**src/hdl/plex_pkg.sv**
```systemverilog
// Shared types, token codes and character lookup functions for the plural
// expression tokenizer. No dependencies.
`timescale 1ns / 1ps
`default_nettype none

package plex_pkg;

    // Width of the result value field on the output stream
    localparam int unsigned OUT_VALUE_W = 64;

    // Token kinds emitted on the master side
    typedef enum logic [4:0] {
        TK_END   = 5'd0,
        TK_NUM   = 5'd1,
        TK_VAR   = 5'd2,
        TK_PLUS  = 5'd3,
        TK_MINUS = 5'd4,
        TK_MUL   = 5'd5,
        TK_DIV   = 5'd6,
        TK_MOD   = 5'd7,
        TK_EQ    = 5'd8,
        TK_NE    = 5'd9,
        TK_LT    = 5'd10,
        TK_LE    = 5'd11,
        TK_GT    = 5'd12,
        TK_GE    = 5'd13,
        TK_AND   = 5'd14,
        TK_OR    = 5'd15,
        TK_NOT   = 5'd16,
        TK_QUEST = 5'd17,
        TK_COLON = 5'd18,
        TK_LPAR  = 5'd19,
        TK_RPAR  = 5'd20
    } kind_t;

    // First character of a possible two-character operator
    typedef enum logic [2:0] {
        PEND_NONE = 3'd0,
        PEND_EQ   = 3'd1,
        PEND_BANG = 3'd2,
        PEND_LT   = 3'd3,
        PEND_GT   = 3'd4,
        PEND_AMP  = 3'd5,
        PEND_BAR  = 3'd6
    } pend_t;

    // Token for a character that stands alone; TK_END means none
    function automatic kind_t char_kind(input logic [7:0] c);
        kind_t k;
        k = TK_END;
        case (c)
            8'h6E:   k = TK_VAR;   // n
            8'h2B:   k = TK_PLUS;
            8'h2D:   k = TK_MINUS;
            8'h2A:   k = TK_MUL;
            8'h2F:   k = TK_DIV;
            8'h25:   k = TK_MOD;
            8'h3F:   k = TK_QUEST;
            8'h3A:   k = TK_COLON;
            8'h28:   k = TK_LPAR;
            8'h29:   k = TK_RPAR;
            default: k = TK_END;
        endcase
        return k;
    endfunction

    // Pending code for a character that may open a pair
    function automatic pend_t char_pend(input logic [7:0] c);
        pend_t p;
        p = PEND_NONE;
        case (c)
            8'h3D:   p = PEND_EQ;
            8'h21:   p = PEND_BANG;
            8'h3C:   p = PEND_LT;
            8'h3E:   p = PEND_GT;
            8'h26:   p = PEND_AMP;
            8'h7C:   p = PEND_BAR;
            default: p = PEND_NONE;
        endcase
        return p;
    endfunction

    // Pending character emitted alone; lone = & | are dropped (TK_END)
    function automatic kind_t single_of(input pend_t p);
        kind_t k;
        k = TK_END;
        case (p)
            PEND_BANG: k = TK_NOT;
            PEND_LT:   k = TK_LT;
            PEND_GT:   k = TK_GT;
            default:   k = TK_END;
        endcase
        return k;
    endfunction

    // Two-character operator formed by pending p and character c
    function automatic kind_t pair_of(input pend_t p, input logic [7:0] c);
        kind_t k;
        k = TK_END;
        if (c == 8'h3D) begin
            case (p)
                PEND_EQ:   k = TK_EQ;
                PEND_BANG: k = TK_NE;
                PEND_LT:   k = TK_LE;
                PEND_GT:   k = TK_GE;
                default:   k = TK_END;
            endcase
        end else if (p == PEND_AMP && c == 8'h26) begin
            k = TK_AND;
        end else if (p == PEND_BAR && c == 8'h7C) begin
            k = TK_OR;
        end
        return k;
    endfunction

endpackage

`default_nettype wire

```
**src/hdl/plural_expression_tokenizer.sv**
```systemverilog
// Streaming tokenizer for C-like plural expressions: one byte in, up to three
// tokens out. Depends on plex_pkg.
//
// Usage:
//   Slave side carries one character per beat: s_tdata[7:0] is the byte,
//   s_tuser flags that the byte is present (low for a bubble or an empty
//   expression), s_tlast marks the final character and triggers the flush of
//   any pending number or operator followed by an END token.
//   Master side carries one token per beat: kind and value in m_tdata,
//   m_tlast high on the last token that an input beat produced.
//   Flow: a beat is registered, decoded combinationally and written to a
//   four-entry token queue, from which its first token is offered on the
//   master side. Throughput: one character per cycle while the queue holds
//   at most one token; the master side drains one token per cycle while
//   m_tready is high, so a character that yields two or three tokens holds
//   the input register until the queue has room again. Reset clears the
//   number accumulator, the pending operator, the input valid flag and the
//   queue pointers and count. A stalled receiver fills the queue, which then
//   holds the input register and drops s_tready; nothing is lost.
`timescale 1ns / 1ps
`default_nettype none

module plural_expression_tokenizer #(
    parameter int unsigned VALUE_WIDTH = 64
) (
    input  wire logic        clk,
    input  wire logic        rst_n,
    // slave side
    input  wire logic        s_tvalid,
    output logic             s_tready,
    input  wire logic [7:0]  s_tdata,   // [7:0] char_code
    input  wire logic        s_tuser,   // [0] char_present
    input  wire logic        s_tlast,   // is_last
    // master side
    output logic             m_tvalid,
    input  wire logic        m_tready,
    output logic [71:0]      m_tdata,   // [4:0] token_kind, [68:5] number_value
    output logic             m_tlast    // run_end
);

    localparam int unsigned DEPTH = 4;
    localparam int unsigned PTR_W = $clog2(DEPTH);
    localparam int unsigned CNT_W = $clog2(DEPTH + 1);
    localparam int unsigned NCAND = 7;

    // input register
    logic                   in_valid_reg;
    logic [7:0]             in_char_reg;
    logic                   in_present_reg;
    logic                   in_last_reg;

    // tokenizer state
    logic                   in_number_reg, in_number_next;
    logic [VALUE_WIDTH-1:0] acc_reg, acc_next;
    plex_pkg::pend_t        pend_reg, pend_next;

    // token queue
    plex_pkg::kind_t        q_kind_reg [DEPTH];
    logic [VALUE_WIDTH-1:0] q_val_reg  [DEPTH];
    logic                   q_last_reg [DEPTH];
    logic [PTR_W-1:0]       wr_ptr_reg, rd_ptr_reg;
    logic [CNT_W-1:0]       count_reg;

    logic                   adv;
    logic                   pop;
    logic [1:0]             push_n;

    // decode signals
    logic                   is_digit;
    plex_pkg::kind_t        pair_k, pend_single_k, chr_k, mid_single_k;
    plex_pkg::pend_t        chr_p;
    logic                   pair_hit;
    logic                   in_num_mid;
    logic [VALUE_WIDTH-1:0] acc_mid, acc_base;
    plex_pkg::pend_t        pend_mid;

    logic                   cand_v   [NCAND];
    plex_pkg::kind_t        cand_k   [NCAND];
    logic [VALUE_WIDTH-1:0] cand_val [NCAND];

    plex_pkg::kind_t        slot_k   [3];
    logic [VALUE_WIDTH-1:0] slot_val [3];
    logic                   slot_last[3];

    // Queue room for a worst-case item of three tokens
    assign adv      = in_valid_reg && (count_reg <= CNT_W'(DEPTH - 3));
    assign s_tready = !in_valid_reg || adv;
    assign pop      = m_tvalid && m_tready;

    // Input register
    always_ff @(posedge clk or negedge rst_n)
    begin
        if (!rst_n)
        begin
            in_valid_reg <= 1'b0;
        end
        else if (s_tready)
        begin
            in_valid_reg <= s_tvalid;
        end
    end

    always_ff @(posedge clk)
    begin
        if (s_tready && s_tvalid)
        begin
            in_char_reg    <= s_tdata;
            in_present_reg <= s_tuser;
            in_last_reg    <= s_tlast;
        end
    end

    // Character decode: pair match, pending flush, number run, single token
    always_comb
    begin
        is_digit      = (in_char_reg >= 8'h30) && (in_char_reg <= 8'h39);
        pair_k        = plex_pkg::pair_of(pend_reg, in_char_reg);
        pair_hit      = in_present_reg && (pair_k != plex_pkg::TK_END);
        pend_single_k = plex_pkg::single_of(pend_reg);
        chr_k         = plex_pkg::char_kind(in_char_reg);
        chr_p         = plex_pkg::char_pend(in_char_reg);
        acc_base      = in_number_reg ? acc_reg : '0;

        in_num_mid = in_number_reg;
        acc_mid    = acc_reg;
        pend_mid   = pend_reg;
        if (in_present_reg)
        begin
            if (pair_hit)
            begin
                pend_mid = plex_pkg::PEND_NONE;
            end
            else if (is_digit)
            begin
                // accum * 10 + digit, wrapping at VALUE_WIDTH
                acc_mid    = (acc_base << 3) + (acc_base << 1)
                           + VALUE_WIDTH'(in_char_reg[3:0]);
                in_num_mid = 1'b1;
                pend_mid   = plex_pkg::PEND_NONE;
            end
            else
            begin
                acc_mid    = '0;
                in_num_mid = 1'b0;
                pend_mid   = chr_p;
            end
        end
        mid_single_k = plex_pkg::single_of(pend_mid);

        // Candidate tokens in emission order
        cand_v[0]   = pair_hit;
        cand_k[0]   = pair_k;
        cand_val[0] = '0;
        cand_v[1]   = in_present_reg && !pair_hit && (pend_single_k != plex_pkg::TK_END);
        cand_k[1]   = pend_single_k;
        cand_val[1] = '0;
        cand_v[2]   = in_present_reg && !pair_hit && !is_digit && in_number_reg;
        cand_k[2]   = plex_pkg::TK_NUM;
        cand_val[2] = acc_reg;
        cand_v[3]   = in_present_reg && !pair_hit && !is_digit
                    && (chr_k != plex_pkg::TK_END);
        cand_k[3]   = chr_k;
        cand_val[3] = '0;
        cand_v[4]   = in_last_reg && in_num_mid;
        cand_k[4]   = plex_pkg::TK_NUM;
        cand_val[4] = acc_mid;
        cand_v[5]   = in_last_reg && (mid_single_k != plex_pkg::TK_END);
        cand_k[5]   = mid_single_k;
        cand_val[5] = '0;
        cand_v[6]   = in_last_reg;
        cand_k[6]   = plex_pkg::TK_END;
        cand_val[6] = '0;

        // Next state; last item returns everything to reset
        if (in_last_reg)
        begin
            in_number_next = 1'b0;
            acc_next       = '0;
            pend_next      = plex_pkg::PEND_NONE;
        end
        else
        begin
            in_number_next = in_num_mid;
            acc_next       = acc_mid;
            pend_next      = pend_mid;
        end
    end

    // Pack valid candidates into up to three token slots
    always_comb
    begin
        push_n = 2'd0;
        for (int k = 0; k < 3; k++)
        begin
            slot_k[k]   = plex_pkg::TK_END;
            slot_val[k] = '0;
        end
        for (int i = 0; i < NCAND; i++)
        begin
            if (cand_v[i] && push_n != 2'd3)
            begin
                slot_k[push_n]   = cand_k[i];
                slot_val[push_n] = cand_val[i];
                push_n           = push_n + 2'd1;
            end
        end
        for (int k = 0; k < 3; k++)
        begin
            slot_last[k] = (2'(k) + 2'd1 == push_n);
        end
    end

    // Tokenizer state registers
    always_ff @(posedge clk or negedge rst_n)
    begin
        if (!rst_n)
        begin
            in_number_reg <= 1'b0;
            acc_reg       <= '0;
            pend_reg      <= plex_pkg::PEND_NONE;
        end
        else if (adv)
        begin
            in_number_reg <= in_number_next;
            acc_reg       <= acc_next;
            pend_reg      <= pend_next;
        end
    end

    // Token queue pointers and fill count
    always_ff @(posedge clk or negedge rst_n)
    begin
        if (!rst_n)
        begin
            wr_ptr_reg <= '0;
            rd_ptr_reg <= '0;
            count_reg  <= '0;
        end
        else
        begin
            if (adv)
            begin
                wr_ptr_reg <= wr_ptr_reg + PTR_W'(push_n);
            end
            if (pop)
            begin
                rd_ptr_reg <= rd_ptr_reg + PTR_W'(1);
            end
            count_reg <= count_reg + (adv ? CNT_W'(push_n) : CNT_W'(0))
                       - (pop ? CNT_W'(1) : CNT_W'(0));
        end
    end

    // Token queue storage
    always_ff @(posedge clk)
    begin
        if (adv)
        begin
            for (int k = 0; k < 3; k++)
            begin
                if (2'(k) < push_n)
                begin
                    q_kind_reg[wr_ptr_reg + PTR_W'(k)] <= slot_k[k];
                    q_val_reg[wr_ptr_reg + PTR_W'(k)]  <= slot_val[k];
                    q_last_reg[wr_ptr_reg + PTR_W'(k)] <= slot_last[k];
                end
            end
        end
    end

    // Master side beat
    assign m_tvalid = (count_reg != '0);
    assign m_tlast  = q_last_reg[rd_ptr_reg];
    assign m_tdata  = {3'b000,
                       plex_pkg::OUT_VALUE_W'(q_val_reg[rd_ptr_reg]),
                       q_kind_reg[rd_ptr_reg]};

    // Checks
    a_count_bound: assert property (@(posedge clk) disable iff (!rst_n)
        count_reg <= CNT_W'(DEPTH))
        else $error("token queue overfilled");

    a_last_resets: assert property (@(posedge clk) disable iff (!rst_n)
        adv && in_last_reg |=> !in_number_reg && acc_reg == '0
                               && pend_reg == plex_pkg::PEND_NONE)
        else $error("state not cleared after last character");

    a_last_emits: assert property (@(posedge clk) disable iff (!rst_n)
        adv && in_last_reg |-> push_n != 2'd0)
        else $error("last character produced no END token");

    a_pend_no_num: assert property (@(posedge clk) disable iff (!rst_n)
        pend_reg != plex_pkg::PEND_NONE |-> !in_number_reg)
        else $error("pending operator during a number run");

endmodule

`default_nettype wire

```
**config.mk**
```make
export PLATFORM = sky130hd
export DESIGN_NAME = plural_expression_tokenizer
export DESIGN_NICKNAME = d
export VERILOG_FILES = /design/src/hdl/plex_pkg.sv /design/src/hdl/plural_expression_tokenizer.sv
export SDC_FILE = /design/constraint.sdc
export NUM_CORES = 1
export LEC_CHECK = 0
export BUFFER_PORTS_ARGS = -buffer_cell sky130_fd_sc_hd__buf_2
export CAP_MARGIN = 40
export CELL_PAD_IN_SITES_DETAIL_PLACEMENT = 1
export CELL_PAD_IN_SITES_GLOBAL_PLACEMENT = 1
export CORE_AREA = 2 2 269 218
export CTS_BUF_LIST = sky130_fd_sc_hd__clkbuf_8
export CTS_CLUSTER_DIAMETER = 60
export DETAILED_ROUTE_END_ITERATION = 8
export DIE_AREA = 0 0 271 220
export GPL_TIMING_DRIVEN = 1
export PLACE_DENSITY = 0.81
export SLEW_MARGIN = 20
export SYNTH_ARGS = -nofsm -noshare
export SYNTH_HDL_FRONTEND = slang
export SYNTH_SLANG_ARGS = --single-unit
```
**constraint.sdc**
```tcl
create_clock -name clk -period 15.2 [get_ports clk]
set_input_delay 3.04 -clock clk [delete_from_list [all_inputs] [get_ports clk]]
set_output_delay 3.04 -clock clk [all_outputs]
set_load 0.02 [all_outputs]
```
**After elaboration in Yosys (flattened, before gate mapping)**

Memory sizes are Yosys's and may differ from the RTL's.
Cells that the tools add are included.

- Flip-flop bits (word level): 86
- RAM bits: 280
- Output and inout bits: 75
- Memories kept: 3

Memory list:

| memory | depth | width | read ports | clocked after memory_dff | write ports | line | RTL |
|---|---|---|---|---|---|---|---|
| q_val_reg | 4 | 64 | 1 | 0 | 3 | plural_expression_tokenizer.sv:59 | `logic [VALUE_WIDTH-1:0] q_val_reg [DEPTH];` |
| q_kind_reg | 4 | 5 | 1 | 0 | 3 | plural_expression_tokenizer.sv:58 | `plex_pkg::kind_t q_kind_reg [DEPTH];` |
| q_last_reg | 4 | 1 | 1 | 0 | 3 | plural_expression_tokenizer.sv:60 | `logic q_last_reg [DEPTH];` |

- Add/sub/neg operators: 14
- Magnitude comparators: 18
- Eq/ne operators: 34
- Multiplexer cells: 77
- Bitwise operators: 21
- Reductions and logical operators: 35

Operators by type and width:

| kind | number |
|---|---|
| 192-bit 2-to-1 mux | 5 |
| 192-bit bitwise AND | 4 |
| 64-bit demux with 2-bit select | 5 |
| 64-bit 2-to-1 mux | 9 |
| 192-bit NOT | 3 |
| 192-bit bitwise mux | 1 |
| 8-bit by 6-bit equality test with 1-bit output (second input constant) | 14 |
| 15-bit 2-to-1 mux | 6 |
| 64-bit by 4-bit adder with 64-bit output | 1 |
| 64-bit adder | 1 |
| 63-bit 2-to-1 mux | 1 |
| 5-bit demux with 2-bit select | 6 |
| 5-bit one-hot mux with 10 select lines | 1 |
| 15-bit bitwise mux | 3 |
| 5-bit 2-to-1 mux | 8 |
| 5-bit one-hot mux with 3 select lines | 2 |
| 1-bit logical AND | 26 |
| 12-bit bitwise AND | 2 |
| 12-bit NOT | 2 |
| 5-bit nonzero test | 4 |
| 3-bit greater-or-equal comparator (second input constant) | 6 |
| 3-bit by 1-bit less-than comparator with 1-bit output (second input constant) | 6 |
| 2-bit NOT with 3-bit output | 6 |
| 3-bit one-hot mux with 6 select lines | 1 |
| 28 further kinds | 76 |

**Logic depth before layout (Yosys ltp)**

- Word-level depth: 32
- Gate-level depth with buffers: 48
- Depth with buffers taken out: 41

**Worst setup path after synthesis**

OpenSTA, ideal clock, no wires.

- Kind: register to register
- Start point: reg in_char_reg[1]
- End point: mem q_kind_reg[1][0] (netlist bit), enable pin
- Library setup time: 498 ps
- Arrival: 10459 ps
- Slack: 4243 ps
- Cell stages (with the launch flop): 39
- Clock period less this slack: 10957 ps
- Path through: edfxtp_1 > buf_6 > or4b_4 > or2_2 > o31ai_1 > nand2_1 > ha_1 > nand2_1 > and3_1 > and2_4 > o21ai_1 > inv_1 > ha_1 > nor3_2 > and2_1 > buf_2 > o21a_1 > inv_1 > [3 not listed] > nand3_1 > nand2_1 > inv_1 > ha_1 > nand2b_1 > a211oi_1 > a22o_1 > buf_2 > mux2_2 > inv_1 > ha_1 > nor2_1 > buf_1 > xnor2_4 > inv_4 > nand2_1 > maj3_1 > nor2_1

RTL lines:

| element | line | RTL |
|---|---|---|
| from (decl) | plural_expression_tokenizer.sv:48 | `logic [7:0] in_char_reg;` |
| from (signal assigned) | plural_expression_tokenizer.sv:107 | `in_char_reg <= s_tdata;` |
| to (decl) | plural_expression_tokenizer.sv:58 |  |

==> results.toml <==
[cts]
cts.reportedPaths.clkPinSlew_ns = 0.06
cts_sinks = 366
cts_tree = "yes"
clock_path_buffers = 3
cts.repair.resized = 0
clk_latency_ns = 0.69
root_buffer = "clkbuf_8"
cts_buffers = 67
htreeDepth = 3
ctsHoldBuffers = 0
post_cts_buffers = 0

[die]
die_y_um = 220
fp.dieW_um = 271
rows = 79
initial_core_util = 0.5033
core_um2 = 57230
io_pins = 89
dieArea_um2 = 59620

[min_path]
min-delay-path-class = "flip-flop to flip-flop"
holdCritStartpoint = "count_reg[0]"
whs_endpoint = "count_reg[0]"
worstHoldPathCells = 1

[route]
vias = 28934
routed.top_layer = "met4"
wire_per_inst_um = 30.30
via_per_inst = 7.099
dr_wl_met2_um = 56660
finalWirelength_um = 123500
drt_pre_antenna_iters = 6
drc_errors = 0
wl_met3_um = 10790
initialDrtViolationCount = 3331
drt-met1-wl_um = 45680
antenna_left = 0

[synth]
netlist-cell-type-count = 96
async_flop_share = 0.2077
syn_inst = 3255
syn-cell-area_um2 = 28810
ys_ff_latch = 366
ys_warn_count = 0
ys_seq_area_frac = 0.3683
synth_area_per_cell_um2 = 8.850
synth_flop_cell = "edfxtp_1"
synth_edf_count = 290

[sta]
rsz0062_at_grt = "no"
setup_ws_ns = 4.068
fin_tns_setup_ns = 0
period_share = 0.7324
worst_slew_pin_slew_ns = 1.013
fin_skew_ns = 0.02888
layout_min_cycle_time_ns = 11.13
clock.fmax_ghz = 0.08983
setup_viol = 0
drv_slew = 0
slew_headroom = 0.3072
finalHoldViolations = 0

[global_routing]
grt_start_max_net_pins = 77
grt_antenna_before_repair = 3
first_global_vias = 29660
grt-ovfl-total = 0
globalRouteTotalUtil = 0.4095
grt_first_pass_wirelength_um = 184400

[power]
power_leakage_nw = 12.59
ir_worst_vdd_mv = 0.09084
cellPowerDensity_nw_per_um2 = 117.3

[critical_path]
cp.required_ns = 15.62
start_kind = "flip-flop"
crit_top_cell = "ha_1"
slowest_stage = "edfxtp_1"
cp.arrival_ns = 11.55
slowest_delay_ns = 0.84
rr_endpoint = "q_val_reg[2][42]"
worstSetupEndpointType = "flip-flop"
critPathKind = "flip-flop to flip-flop"
worstPathMaxFanout = 41
rr_worst_depth = 37
rr_startpoint = "in_char_reg[0]"
ff2ff_setup_slack_ns = 4.07

[placed_design]
place_ws_ns = 4.170
dp_hpwl_um = 84760
portBuffers = 85
gp_congestion = 0.9552

[layout]
drive_gt1_frac = 0.1289
synthToLayoutAreaGrowth_pct = 9.660
nets = 3414
largest_reg_flops = 256
fin_util = 0.5519
fillCellCount = 6599

[run]
maxCapViolations = 0

[run_status]
outcome = "completed"
layer usage:
| layer | vias up | global-route usage |
|---|---|---|
| met5 | - | 0 |
| li1 | 12309 | - |
| met3 | 482 | 0.06767 |
| met2 | 1712 | 0.6616 |
| met4 | 0 | 0.3122 |
| met1 | 14431 | 0.4940 |
worst max-delay path: cells and delay by family, from the launching register on:
family	cells	cell delay, ns
compound gates	9	2.42
fa+ha+maj	5	1.17
buf+inv	7	1.49
flops	1	0.84
mux	1	0.29
simple gates	15	4.62
final cells by class:
class                      count  area (um2)  area share
clock inverter                49       344.1     0.01089
sequential                   366       10620      0.3361
inverter                      45       171.4    0.005427
multi-input combinational   2588       17140      0.5426
antenna                        1       2.502  0.00007922
clock buffer                  74        1018     0.03224
timing repair buffer         184        1331     0.04215
tap                          769       962.2     0.03046
synthesized netlist by cell type, types with 10 or more instances:
master | count | share of area
ha_1 | 145 | 0.063
dfrtp_1 | 76 | 0.066
a211oi_1 | 14 | 0.0036
nand3_1 | 59 | 0.010
mux2i_1 | 51 | 0.018
o21bai_1 | 12 | 0.0031
xnor2_1 | 24 | 0.0073
a221oi_1 | 31 | 0.0094
nor3_1 | 53 | 0.0092
nor2b_1 | 10 | 0.0022
or3_1 | 17 | 0.0037
o211ai_1 | 15 | 0.0039
a32oi_1 | 35 | 0.011
o22ai_1 | 10 | 0.0022
mux4_2 | 70 | 0.055
and3_1 | 19 | 0.0041
edfxtp_1 | 290 | 0.30
a22o_1 | 70 | 0.021
nand4_1 | 21 | 0.0046
nor2_1 | 357 | 0.047
o31ai_1 | 19 | 0.0050
a31oi_1 | 124 | 0.027
o21ai_1 | 18 | 0.0031
a21oi_1 | 239 | 0.042
buf_2 | 41 | 0.0071
o221ai_1 | 24 | 0.0073
xor2_1 | 20 | 0.0061
buf_1 | 30 | 0.0039
o21a_1 | 15 | 0.0039
a32o_1 | 17 | 0.0059
a22oi_1 | 120 | 0.031
inv_1 | 43 | 0.0056
nand2_1 | 473 | 0.062
o21ai_0 | 215 | 0.037
nand2b_1 | 11 | 0.0024
and2_1 | 94 | 0.020
clkbuf_1 | 179 | 0.023
a21o_1 | 44 | 0.011
cells in the final DEF (no fill, tap or decap), drive strengths merged, types with 11 or more instances in the layout:
cell,instances
nand2,475
nor2,359
edfxtp,290
a21oi,240
o21ai,233
buf,182
ha,145
a31oi,125
a22oi,120
and2,97
dfrtp,76
clkbuf,76
mux4,70
a22o,70
inv,70
nand3,59
nor3,56
mux2i,51
a21o,45
a32oi,35
a221oi,31
xnor2,27
o221ai,24
nand4,21
xor2,20
and3,19
o31ai,19
a32o,17
or3,17
o211ai,16
clkinv,16
o21a,15
a211oi,14
o21bai,12
nand2b,11
mux2,11
worst max-delay path by stage:
stage / start / end / slack (ns) / cells past startpoint
6_report: in_char_reg[0] / q_val_reg[2][42] / 4.07 / 37
5_1_grt: in_char_reg[0] / q_val_reg[2][42] / 3.36 / 38
4_1_cts: in_char_reg[0] / q_val_reg[3][55] / 4.17 / 37
3_5_place_dp: in_char_reg[0] / q_val_reg[3][56] / 4.17 / 37
3_3_place_gp: in_char_reg[0] / q_val_reg[1][53] / 4.30 / 36
2_1_floorplan: in_char_reg[1] / q_kind_reg[1][0] / 4.24 / 38
metrics by stage:
stage	cells	cell area (um2)	hold WS (ns)	total power [W]
CTS	4063	31370	0.5159	0.003672
floorplan	3257	28810	0.4702	0.002169
global route	4076	31590	0.5331	0.003807
finish	4076	31590	0.5056	0.003704
global placement	3913	29760	0.4798	0.002639
detailed placement	3940	30010	0.5017	0.002680
kinds of logic after synthesis:
group                    Yosys count  synth area share
XOR/XNOR                          47           0.01585
AND/OR/NAND/NOR                 1164            0.1792
flip-flops                       366            0.3683
AO/OA/AOI/OAI                   1092            0.2513
buffers and inverters            303           0.04265
multiplexers                     132           0.07675
other                              1         0.0001302
adder cells (fa/ha/maj)          150           0.06576
power by group:
part           total, W  switching, W  leakage (nW)  internal (W)
Clock           0.00101      0.000485         0.762      0.000523
Sequential      0.00136      0.000116          3.70       0.00124
Combinational   0.00134      0.000911          8.13      0.000427
No activity file was read; power rests on OpenSTA's default activity.
